$ cat config.mk
export PLATFORM = sky130hd
export DESIGN_NAME = priority_task_scheduler_with_defer_top
export DESIGN_NICKNAME = d
export VERILOG_FILES = /design/src/rtl/pts_pkg.sv /design/src/rtl/pts_ram.sv /design/src/rtl/priority_task_scheduler_with_defer_top.sv
export SDC_FILE = /design/constraint.sdc
export NUM_CORES = 2
export LEC_CHECK = 0
export BUFFER_PORTS_ARGS = -buffer_cell sky130_fd_sc_hd__buf_4
export CORE_MARGIN = 2
export CORE_UTILIZATION = 40
export DETAILED_ROUTE_END_ITERATION = 8
export SYNTH_ARGS = -nofsm -noshare
export SYNTH_HDL_FRONTEND = slang
export SYNTH_SLANG_ARGS = --single-unit
$ cat constraint.sdc
create_clock -name clk -period 13.8 [get_ports clk]
set_input_delay 0.69 -clock clk [delete_from_list [all_inputs] [get_ports clk]]
set_output_delay 0.69 -clock clk [all_outputs]
set_load 0.02 [all_outputs]
$ cat src/rtl/pts_pkg.sv
// Shared types and codes for the priority task scheduler.
// No dependencies; imported by the top level and the testbench.
package pts_pkg;

	localparam int TASK_W = 6;
	localparam int PRIO_W = 15;
	localparam int TS_W   = 32;
	localparam int RT_W   = 32;

	localparam logic [1:0] CMD_RESCHED     = 2'd0;
	localparam logic [1:0] CMD_DEFER_START = 2'd1;
	localparam logic [1:0] CMD_DEFER_STOP  = 2'd2;
	localparam logic [1:0] CMD_MAKE_READY  = 2'd3;

	localparam logic [1:0] ST_OK       = 2'd0;
	localparam logic [1:0] ST_DEFERRED = 2'd1;
	localparam logic [1:0] ST_ERROR    = 2'd2;

	typedef struct packed {
		logic [1:0]        command;
		logic [TASK_W-1:0] task_id;
		logic [PRIO_W-1:0] task_priority;
		logic              current_eligible;
		logic [TS_W-1:0]   timestamp;
	} sched_req_t;

	typedef struct packed {
		logic [1:0]        status;
		logic              switched;
		logic [TASK_W-1:0] old_task;
		logic [TASK_W-1:0] new_task;
		logic [RT_W-1:0]   old_runtime;
	} sched_rsp_t;

	typedef struct packed {
		logic [TASK_W-1:0] id;
		logic [PRIO_W-1:0] prio;
	} qentry_t;

	typedef enum logic [2:0] {
		S_IDLE,
		S_DECIDE,
		S_RESCH,
		S_INS_RD,
		S_INS_CMP,
		S_DONE
	} state_t;

endpackage

$ cat src/rtl/pts_ram.sv
// Generic simple dual-port RAM, one write and one registered read port.
// No dependencies.
module pts_ram #(
	parameter int WIDTH = 32,
	parameter int DEPTH = 64
) (
	input  logic                     clk,
	input  logic                     we,
	input  logic [$clog2(DEPTH)-1:0] waddr,
	input  logic [WIDTH-1:0]         wdata,
	input  logic [$clog2(DEPTH)-1:0] raddr,
	output logic [WIDTH-1:0]         rdata
);

	logic [WIDTH-1:0] mem [DEPTH];

	always_ff @(posedge clk) begin
		if (we) begin
			mem[waddr] <= wdata;
		end
		rdata <= mem[raddr];
	end

endmodule

$ cat src/rtl/priority_task_scheduler_with_defer_top.sv
// Top level of the priority task scheduler: sequencer, ready queue and runtime table.
// Depends on pts_pkg and pts_ram.
//
// One command word is taken when start is high and busy is low; one result word
// follows on rsp, marked by done for a single cycle, and must be taken then. Defer
// starts, rejected commands, deferred reschedules and defer stops that owe no
// reschedule go from S_DECIDE to S_DONE; a reschedule that keeps or dispatches a
// task, or finds nothing to run, also passes through S_RESCH on the way. Make-ready
// and a preempting reschedule run a sorted insert into the ready queue RAM, which
// walks back from the tail over every queued entry of lower priority, one RAM read
// and one compare and move per entry. busy drops the cycle after done.
module priority_task_scheduler_with_defer_top #(
	parameter int NUM_TASKS = 64,
	parameter int MAX_DEFER = 255
) (
	input  logic               clk,
	input  logic               arst_n,
	input  logic               start,
	output logic               busy,
	input  pts_pkg::sched_req_t req,
	output logic               done,
	output pts_pkg::sched_rsp_t rsp
);

	import pts_pkg::*;

	localparam int QAW      = $clog2(NUM_TASKS);
	localparam int CW       = $clog2(NUM_TASKS + 1);
	localparam int RT_DEPTH = (NUM_TASKS < 64) ? NUM_TASKS : 64;
	localparam int RTAW     = $clog2(RT_DEPTH);
	localparam int DW       = $clog2(MAX_DEFER + 1);
	localparam int QE_W     = TASK_W + PRIO_W;

	state_t state_q, state_d;

	sched_req_t        req_q;
	logic [TASK_W-1:0] old_q;
	logic [TASK_W-1:0] cur_q;
	logic [PRIO_W-1:0] cur_prio_q;
	logic [TS_W-1:0]   ss_q;
	logic [DW-1:0]     depth_q;
	logic              pend_q;
	logic [CW-1:0]     count_q;
	logic [QAW-1:0]    head_q;
	logic [QAW-1:0]    j_q;
	logic [TASK_W-1:0] ins_id_q;
	logic [PRIO_W-1:0] ins_prio_q;
	qentry_t           hd_q;
	logic [RT_W-1:0]   rt_q;
	logic [RT_W-1:0]   delta_q;
	logic [1:0]        status_q;
	logic              sw_q;
	logic [RT_DEPTH-1:0] rt_vld_q;

	logic              q_we;
	logic [QAW-1:0]    q_waddr;
	qentry_t           q_wdata;
	logic [QAW-1:0]    q_raddr;
	logic [QE_W-1:0]   q_rdata_raw;
	qentry_t           q_rdata;
	logic              rt_we;
	logic [RT_W-1:0]   rt_wdata;
	logic [RT_W-1:0]   rt_rdata;
	logic [RTAW-1:0]   cur_idx;
	logic [RT_W-1:0]   rt_sum;
	logic [QAW-1:0]    head_nxt;
	logic              accept;
	logic              keep_cur;

	function automatic logic [QAW-1:0] qidx(input logic [QAW-1:0] base,
		input logic [QAW-1:0] off);
		logic [QAW:0] s;
		s = {1'b0, base} + {1'b0, off};
		if (s >= (QAW+1)'(NUM_TASKS)) begin
			s = s - (QAW+1)'(NUM_TASKS);
		end
		return s[QAW-1:0];
	endfunction

	assign accept   = start && !busy;
	assign busy     = (state_q != S_IDLE);
	assign done     = (state_q == S_DONE);
	assign cur_idx  = cur_q[RTAW-1:0];
	assign rt_sum   = rt_q + delta_q;
	assign head_nxt = (head_q == QAW'(NUM_TASKS - 1)) ? '0 : head_q + 1'b1;
	assign q_rdata  = qentry_t'(q_rdata_raw);
	assign keep_cur = (count_q == '0) || (cur_prio_q > hd_q.prio);

	assign rsp.status      = status_q;
	assign rsp.switched    = sw_q;
	assign rsp.old_task    = old_q;
	assign rsp.new_task    = cur_q;
	assign rsp.old_runtime = rt_q;

	pts_ram #(.WIDTH(QE_W), .DEPTH(NUM_TASKS)) u_queue_ram (
		.clk   (clk),
		.we    (q_we),
		.waddr (q_waddr),
		.wdata (q_wdata),
		.raddr (q_raddr),
		.rdata (q_rdata_raw)
	);

	pts_ram #(.WIDTH(RT_W), .DEPTH(RT_DEPTH)) u_runtime_ram (
		.clk   (clk),
		.we    (rt_we),
		.waddr (cur_idx),
		.wdata (rt_wdata),
		.raddr (cur_idx),
		.rdata (rt_rdata)
	);

	// queue and runtime RAM port control and next state
	always_comb begin
		state_d  = state_q;
		q_we     = 1'b0;
		q_waddr  = qidx(head_q, j_q);
		q_wdata  = '{id: ins_id_q, prio: ins_prio_q};
		q_raddr  = head_q;
		rt_we    = 1'b0;
		rt_wdata = rt_sum;
		case (state_q)
			S_IDLE: begin
				if (accept) begin
					state_d = S_DECIDE;
				end
			end
			S_DECIDE: begin
				state_d = S_DONE;
				case (req_q.command)
					CMD_RESCHED: begin
						if (depth_q == '0) begin
							state_d = S_RESCH;
						end
					end
					CMD_DEFER_STOP: begin
						if (depth_q == DW'(1) && pend_q) begin
							state_d = S_RESCH;
						end
					end
					CMD_MAKE_READY: begin
						if (count_q != CW'(NUM_TASKS)
							&& 32'(req_q.task_id) < 32'(NUM_TASKS)) begin
							state_d = S_INS_RD;
						end
					end
					default: begin
					end
				endcase
			end
			S_RESCH: begin
				state_d = S_DONE;
				if (req_q.current_eligible) begin
					rt_we = 1'b1;
					if (!keep_cur) begin
						state_d = S_INS_RD;
					end
				end
			end
			S_INS_RD: begin
				q_raddr = qidx(head_q, j_q - 1'b1);
				if (j_q == '0) begin
					q_we    = 1'b1;
					state_d = S_DONE;
				end else begin
					state_d = S_INS_CMP;
				end
			end
			S_INS_CMP: begin
				q_we = 1'b1;
				if (q_rdata.prio < ins_prio_q) begin
					q_wdata = q_rdata;
					state_d = S_INS_RD;
				end else begin
					state_d = S_DONE;
				end
			end
			S_DONE: begin
				state_d = S_IDLE;
			end
			default: begin
				state_d = S_IDLE;
			end
		endcase
	end

	always_ff @(posedge clk or negedge arst_n) begin
		if (!arst_n) begin
			state_q <= S_IDLE;
		end else begin
			state_q <= state_d;
		end
	end

	// scheduler state
	always_ff @(posedge clk or negedge arst_n) begin
		if (!arst_n) begin
			cur_q      <= '0;
			cur_prio_q <= '0;
			ss_q       <= '0;
			depth_q    <= '0;
			pend_q     <= 1'b0;
			count_q    <= '0;
			head_q     <= '0;
			rt_vld_q   <= '0;
		end else begin
			case (state_q)
				S_DECIDE: begin
					case (req_q.command)
						CMD_RESCHED: begin
							if (depth_q != '0) begin
								pend_q <= 1'b1;
							end
						end
						CMD_DEFER_START: begin
							if (depth_q != DW'(MAX_DEFER)) begin
								if (depth_q == '0) begin
									pend_q <= 1'b0;
								end
								depth_q <= depth_q + 1'b1;
							end
						end
						CMD_DEFER_STOP: begin
							if (depth_q != '0) begin
								depth_q <= depth_q - 1'b1;
							end
						end
						default: begin
						end
					endcase
				end
				S_RESCH: begin
					if (req_q.current_eligible) begin
						rt_vld_q[cur_idx] <= 1'b1;
					end
					if (req_q.current_eligible && keep_cur) begin
						ss_q <= req_q.timestamp;
					end else if (count_q != '0) begin
						head_q     <= head_nxt;
						count_q    <= count_q - 1'b1;
						cur_q      <= hd_q.id;
						cur_prio_q <= hd_q.prio;
						ss_q       <= req_q.timestamp;
					end
				end
				S_INS_RD: begin
					if (j_q == '0) begin
						count_q <= count_q + 1'b1;
					end
				end
				S_INS_CMP: begin
					if (!(q_rdata.prio < ins_prio_q)) begin
						count_q <= count_q + 1'b1;
					end
				end
				default: begin
				end
			endcase
		end
	end

	// result word status and switch flag
	always_ff @(posedge clk or negedge arst_n) begin
		if (!arst_n) begin
			status_q <= ST_OK;
			sw_q     <= 1'b0;
		end else begin
			case (state_q)
				S_DECIDE: begin
					sw_q     <= 1'b0;
					status_q <= ST_OK;
					case (req_q.command)
						CMD_RESCHED: begin
							if (depth_q != '0) begin
								status_q <= ST_DEFERRED;
							end
						end
						CMD_DEFER_START: begin
							if (depth_q == DW'(MAX_DEFER)) begin
								status_q <= ST_ERROR;
							end
						end
						CMD_DEFER_STOP: begin
							if (depth_q == '0) begin
								status_q <= ST_ERROR;
							end
						end
						default: begin
							if (count_q == CW'(NUM_TASKS)
								|| 32'(req_q.task_id) >= 32'(NUM_TASKS)) begin
								status_q <= ST_ERROR;
							end
						end
					endcase
				end
				S_RESCH: begin
					if (req_q.current_eligible && keep_cur) begin
						sw_q <= 1'b0;
					end else if (count_q != '0) begin
						sw_q <= 1'b1;
					end else begin
						status_q <= ST_ERROR;
					end
				end
				default: begin
				end
			endcase
		end
	end

	always_ff @(posedge clk) begin
		if (accept) begin
			req_q <= req;
			old_q <= cur_q;
		end
		case (state_q)
			S_DECIDE: begin
				rt_q       <= rt_vld_q[cur_idx] ? rt_rdata : '0;
				hd_q       <= q_rdata;
				delta_q    <= req_q.timestamp - ss_q;
				ins_id_q   <= req_q.task_id;
				ins_prio_q <= req_q.task_priority;
				j_q        <= count_q[QAW-1:0];
			end
			S_RESCH: begin
				if (req_q.current_eligible) begin
					rt_q <= rt_sum;
				end
				ins_id_q   <= cur_q;
				ins_prio_q <= cur_prio_q;
				j_q        <= QAW'(count_q - 1'b1);
			end
			S_INS_CMP: begin
				if (q_rdata.prio < ins_prio_q) begin
					j_q <= j_q - 1'b1;
				end
			end
			default: begin
			end
		endcase
	end

	a_done_single: assert property (@(posedge clk) disable iff (!arst_n)
		done |=> !done)
		else $error("done held longer than one cycle");

	a_count_bound: assert property (@(posedge clk) disable iff (!arst_n)
		count_q <= CW'(NUM_TASKS))
		else $error("ready count beyond queue depth");

	a_switch_ok: assert property (@(posedge clk) disable iff (!arst_n)
		done && rsp.switched |-> rsp.status == ST_OK)
		else $error("switch reported with non-ok status");

	a_no_switch_same: assert property (@(posedge clk) disable iff (!arst_n)
		done && !rsp.switched |-> rsp.new_task == rsp.old_task)
		else $error("task changed without switch");

	a_accept_busy: assert property (@(posedge clk) disable iff (!arst_n)
		accept |=> busy && !done)
		else $error("no busy after accept");

endmodule

### Word level (Yosys, flattened, before mapping)

Memories as Yosys holds them, arrays and structs flattened. A register that Yosys moved wholly into a read port is not among the register bits.
Index checks and enable logic that the tools add are counted.

| storage, ports and cells | value |
|---|---|
| register bits | 319 |
| RAM bits | 3392 |
| bits of input ports | 59 |
| output and inout port bits | 49 |
| word-level logic and storage cells | 163 |
| memories | 2 |

| operators by class | value |
|---|---|
| add/sub/neg operators | 12 |
| $lt $le $gt $ge | 6 |
| equal/unequal tests | 27 |
| mux-type cells | 60 |
| bitwise gates (word level) | 2 |
| reductions and logical operators | 30 |

Memory list:

| memory | depth | width | read ports | clocked after Yosys merged registers in | wr ports | RTL line | text |
|---|---|---|---|---|---|---|---|
| u_runtime_ram.mem | 64 | 32 | 1 | 1 | 1 | pts_ram.sv:15 | `logic [WIDTH-1:0] mem [DEPTH];` |
| u_queue_ram.mem | 64 | 21 | 1 | 1 | 1 | pts_ram.sv:15 |  |

Operator list:

| kind | number |
|---|---|
| 32-bit 2-to-1 mux | 4 |
| 64-bit bitwise OR | 1 |
| 32-bit case mux with 2 select lines | 1 |
| 21-bit 2-to-1 mux | 2 |
| 32-bit adder | 1 |
| 32-bit subtractor | 1 |
| 6-bit 2-to-1 mux | 5 |
| 15-bit case mux with 2 select lines | 1 |
| 7-bit 2-to-1 mux | 4 |
| 2-bit inequality test, second input constant | 12 |
| 3-bit 2-to-1 mux | 7 |
| 7-bit case mux with 3 select lines | 1 |
| 6-bit case mux with 3 select lines | 1 |
| 6-bit by 1-bit subtractor with 6-bit output, second input constant | 3 |
| 1-bit 2-to-1 mux | 16 |
| 8-bit 2-to-1 mux | 2 |
| 8-bit case mux with 2 select lines | 1 |
| 15-bit greater-than comparator | 1 |
| 15-bit less-than comparator | 1 |
| 3-bit case mux with 5 select lines | 1 |
| 6-bit by 6-bit adder with 7-bit output | 2 |
| 7-bit greater-or-equal comparator, second input constant | 2 |
| 6-bit case mux with 2 select lines | 1 |
| 2-bit 2-to-1 mux | 5 |
| other kinds (42) | 61 |

### Depth between registers and ports, before layout

| logic depth | value |
|---|---|
| word-level depth | 5 |
| depth in mapped cells | 14 |
| gate-level depth less buffers | 12 |

### Modules after synthesis

A second synthesis with hierarchy kept.

| second synthesis, totals | value |
|---|---|
| cell total of the unflattened synthesis | 7116 |
| area total of the unflattened synthesis | 147531.5 µm² |

By module, submodules not included:

| module | instances | cells an instance | area an instance (µm²) | sequential area each (µm²) |
|---|---|---|---|---|
| pts_ram at u_runtime_ram | 1 | 3324 | 78515.3 | 62139.6 |
| pts_ram at u_queue_ram | 1 | 2190 | 51715.8 | 40779.1 |
| priority_task_scheduler_with_defer_top | 1 | 1602 | 17300.3 | 8853.5 |

### Worst setup path after synthesis

No wires, ideal clock.

| timing path | value |
|---|---|
| kind | register to register |
| from | register rt_q[0] |
| to | memory u_runtime_ram.mem[0][6] (data pin) |
| arrival | 4.416 ns |
| data required time | 13.066 ns |
| slack | 8.651 ns |
| cell stages (with the launch flop) | 7 |
| path buffers | 0 |
| period minus slack after synthesis | 5.149 ns |
| cells stage by stage | edfxtp_1 -> ha_1 -> fa_1 -> a211oi_1 -> o21ai_0 -> nand2_1 -> a21boi_0 |

| on the way | value |
|---|---|
| word-level cells in the longest chain between the ends | 1 |

Ends and longest elaborated chain:

| element | RTL line | text |
|---|---|---|
| start, declared | priority_task_scheduler_with_defer_top.sv:49 | `logic [RT_W-1:0] rt_q;` |
| start signal, assigned | priority_task_scheduler_with_defer_top.sv:318 | `rt_q <= rt_vld_q[cur_idx] ? rt_rdata : '0;` |
| start signal, assigned | priority_task_scheduler_with_defer_top.sv:327 | `rt_q <= rt_sum;` |
| 32-bit adder | priority_task_scheduler_with_defer_top.sv:84 | `assign rt_sum = rt_q + delta_q;` |
| named net rt_sum[6] | priority_task_scheduler_with_defer_top.sv:65 | `logic [RT_W-1:0] rt_sum;` |
| end, declared | pts_ram.sv:15 |  |

The timed path passes the listed nets, and every way through them passes these cells.

### Worst setup path after layout

| timing path | value |
|---|---|
| from | register head_q[0] |
| to | register u_queue_ram.rdata[20] (read register of u_queue_ram.mem) |

| on the way | value |
|---|---|
| word-level cells in the longest chain between the ends | 4 |
| elaborated cells between the ends (all ways) | 5 |
| classes of those cells | 2 x add/sub; 1 x order compare; 2 x mux |

Ends and longest elaborated chain:

| element | RTL line | text |
|---|---|---|
| start, declared | priority_task_scheduler_with_defer_top.sv:44 | `logic [QAW-1:0] head_q;` |
| start signal, assigned | priority_task_scheduler_with_defer_top.sv:239 | `head_q <= head_nxt;` |
| 6-bit by 6-bit adder with 7-bit output | priority_task_scheduler_with_defer_top.sv:73 | `s = {1'b0, base} + {1'b0, off};` |
| 6-bit by 1-bit subtractor with 6-bit output / 7-bit greater-or-equal comparator (equally long branches) | priority_task_scheduler_with_defer_top.sv:75, priority_task_scheduler_with_defer_top.sv:74 |  |
| 6-bit 2-to-1 mux | priority_task_scheduler_with_defer_top.sv:74 | `if (s >= (QAW+1)'(NUM_TASKS)) begin` |
| 6-bit 2-to-1 mux * | priority_task_scheduler_with_defer_top.sv:122 | `case (state_q)` |
| end, declared | pts_ram.sv:12 | `output logic [WIDTH-1:0] rdata` |

Every way passes the cells marked *; elsewhere a longest branch is shown, timed or not.
A chain may end at the register's enable or synchronous reset.

==> run_results.csv <==
group,metric,value,unit
die,dieWidth,604.8,um
synth,ys_seq_elements,3764,
clock_network,clkTransAtPathRegs,60,ps
critical_path,slowest_delay,800,ps
synth,synth_cells,8997,
synth,syn_nets,9171,
clock_network,cts_max_level,5,
timing,final_max_slew_viol_count,0,
critical_path,path_class,"reg -> reg",
timing,tightest_slew,1366,ps
finish,syn2layout_area_growth,14.12,%
timing,period_share,0.3967,
finish,mostFrequentLayoutCell,"edfxtp_1",
synth,synth.lib_cells_used.distinct,92,
timing,setup_viol,0,
die,die_h,604.8,um
power,p_leak,53.87,nW
finish,layout_common_cells,"3,566 x edfxtp_1, 1,105 x nand2_1, 808 x a22oi_1, 567 x nand3_1, 387 x clkbuf_16",
synth,async_reset_ff_frac,0.03852,
run_status,status,"finished, final reports clean",
critical_path,crit_path_start_kind,"flip-flop",
clock_network,cts_resized,0,
timing,clock_skew,114.2,ps
synth,ys_warn_count,0,
route,vias_per_cell,5.989,
critical_path,path_depth,12,
timing,tns,0,ps
global_routing,grt_pass1_wl,606700,um
timing,max_freq,0.1827,GHz
clock_network,cts_buffers,380,
finish,layout-drive-gt1-share,0.1293,
clock_network,cts_buffer_depth,4,
synth,synth_top_area_cell,"edfxtp_1",
synth,ys_top_cells_by_area,"edfxtp_1 74%, a22oi_1 4.2%, nand2_1 2.9%",
route,antenna_left,0,
clock_network,postCtsSetupBuffers,0,
die,start_util,0.4019,
finish,final_util,0.4587,
job,max_cap_violations,0,
critical_path,crit_buf_inv,3,
clock_network,cts-root-buf,"clkbuf_16",
global_routing,grt_overflow,0,
clock_network,clkLatencyLatePin,980,ps
synth,synth-edff-count,3566,
critical_path,cpMaxStageDelayCell,"buf_4",
critical_path,critPathRequiredTime,14720,ps
global_routing,track_usage,0.2269,
timing,maxSlewHeadroom,0.08930,
route,wire_per_inst,29.81,um
synth,ys.flop_type,"edfxtp_1",
route,drt_wl_total,426700,um
critical_path,crit_family,"buffers and inverters",
critical_path,reg2regPathDepth,12,
die,ios,108,
global_routing,grt_start_max_net_pins,205,
die,rows,220,
min_path,hold_path.class,"in -> reg",
global_routing,grt_pass1_vias,82980,
clock_network,cts.sinks,3764,
critical_path,worst_path_most_repeated_cell,"buf_4",
synth,ys_seq_area_frac,0.7742,
place,pre_cts_ws,8423,ps
place,gp_congestion,0.8534,
route,drc,0,
min_path,holdPathStages,3,
synth,synth_area_per_cell,16.05,sq um
timing,worst_slack,8326,ps
synth,syn_area,144400,sq um
route,drt_iter0_drc,11410,
critical_path,crit_fanout,58,
global_routing,grt_antenna_before_repair,16,
place,port_buffers,107,
die,die_area,365800,sq um
route,vias,85740,
critical_path,endpoint_kind,"flip-flop",
place,post-dp-hpwl,231700,um
die,core,359200,sq um
power,power_density,260.8,nW/um^2
route,dr.pass1.iters,9,
timing,final-hold-violation-count,0,
timing,rsz0062_at_grt,"no",
critical_path,crit_arrival,6390,ps
finish,finalNetCount,9396,
critical_path,crit_chain,"ha_1 -> and4b_1 -> a21oi_4 -> buf_4 -> buf_4 -> buf_4 -> nand2_1 -> a32o_1 -> a221oi_1 -> a32oi_1 -> mux2i_1 -> a221o_1",
power,ir_drop,373.3,uV
timing,min_period,5474,ps
synth,synth_top_area_share,0.7417,
clock_network,cts_tree,"built",
[flip-flops by register name, summed over array words and instances (netlist names), 15 cells and up]
name	cells
u_queue_ram.mem	1344
u_runtime_ram.rdata	32
req_q	56
ins_prio_q	15
hd_q	21
rt_vld_q	64
cur_prio_q	15
delta_q	32
u_queue_ram.rdata	21
ss_q	32
rt_q	32
u_runtime_ram.mem	2048
[where the power goes]
group,internal [mW],switching (mW),total (mW)
Combinational,3.36,10.9,14.3
Clock,5.84,4.36,10.2
Sequential,18.0,0.509,18.5
[synthesized netlist by cell type (all sizes together) (47+ instances only)]
library cell	n
edfxtp	3566
o21ai	64
nand3	569
a221oi	167
a32oi	123
mux2i	229
a31oi	136
nand2	1105
a21oi	129
mux2	73
inv	90
nor2	217
or2	69
a22oi	808
ha	111
xnor2	54
nor4	47
dfxtp	53
nand4	100
a22o	156
clkbuf	183
dfrtp	145
a41oi	96
buf	361
[stage by stage]
step / hold WS, ps / area [sq um] / total power [mW] / cells
after floorplan: 394.4 / 144400 / 26.94 / 8997
after CTS: 49.10 / 164700 / 43.01 / 14310
after global placement: 451.1 / 151800 / 32.41 / 13560
after global routing: 125.8 / 164800 / 44.57 / 14310
after detailed placement: 453.4 / 151800 / 32.88 / 13560
final: 105.2 / 164800 / 42.96 / 14320
[final timing paths]
path                                start                    end  slack (ps)
worst max-delay path            head_q[0]  u_queue_ram.rdata[20]        8330
worst min-delay path                start             state_q[0]         110
worst max register to register  head_q[0]  u_queue_ram.rdata[20]        8330
worst min register to register   hd_q[17]             cur_idx[2]         440
max in group asynchronous          arst_n         cur_prio_q[14]       11550
min in group asynchronous          arst_n                ss_q[1]         240
[final cells by class]
class                           instances  area [sq um]
Fill cell                           30490        194500
Sequential cell                      3764        111800
Multi-Input combinational cell       4599         31150
Clock buffer                          523         10480
Tap cell                             4773          5972
Timing Repair Buffer                  387          3189
Clock inverter                        172          1839
Inverter                               90         337.8
Antenna cell                            8         20.02
[cell families (layout without fill, tap and decap cells)]
family,Yosys count,in the layout,synth area share
DFF,3764,3764,0.7742
and+or+nand+nor,2229,2229,0.06935
AOI/OAI and AO/OA,1865,1865,0.09895
buffers and inverters,634,1172,0.02009
muxes,302,302,0.02177
adders and majority gates,115,115,0.01017
xor gates and xnor gates,88,88,0.005469
other,0,8,0
[routing by layer]
layer  GRT usage  wire length [um]
met3     0.02997             34030
met1      0.3004            167600
met4     0.08664             16610
met5           0                54
met2      0.3814            208500
[repair_timing]
| item | CTS | global route |
|---|---|---|
| hold buffers | 57 | 0 |
| endpoints found under the hold margin | 108 | 0 |
| setup endpoints to repair | 0 | 0 |
[worst register-to-register path, stage by stage, from the launching register on]
cell	delay, ps
dfrtp_1	500
ha_1	400
and4b_1	300
a21oi_4	170
buf_4	530
buf_4	760
buf_4	830
nand2_1	190
a32o_1	290
a221oi_1	250
a32oi_1	200
mux2i_1	800
a221o_1	240
No activity file was read; power rests on OpenSTA's default activity.
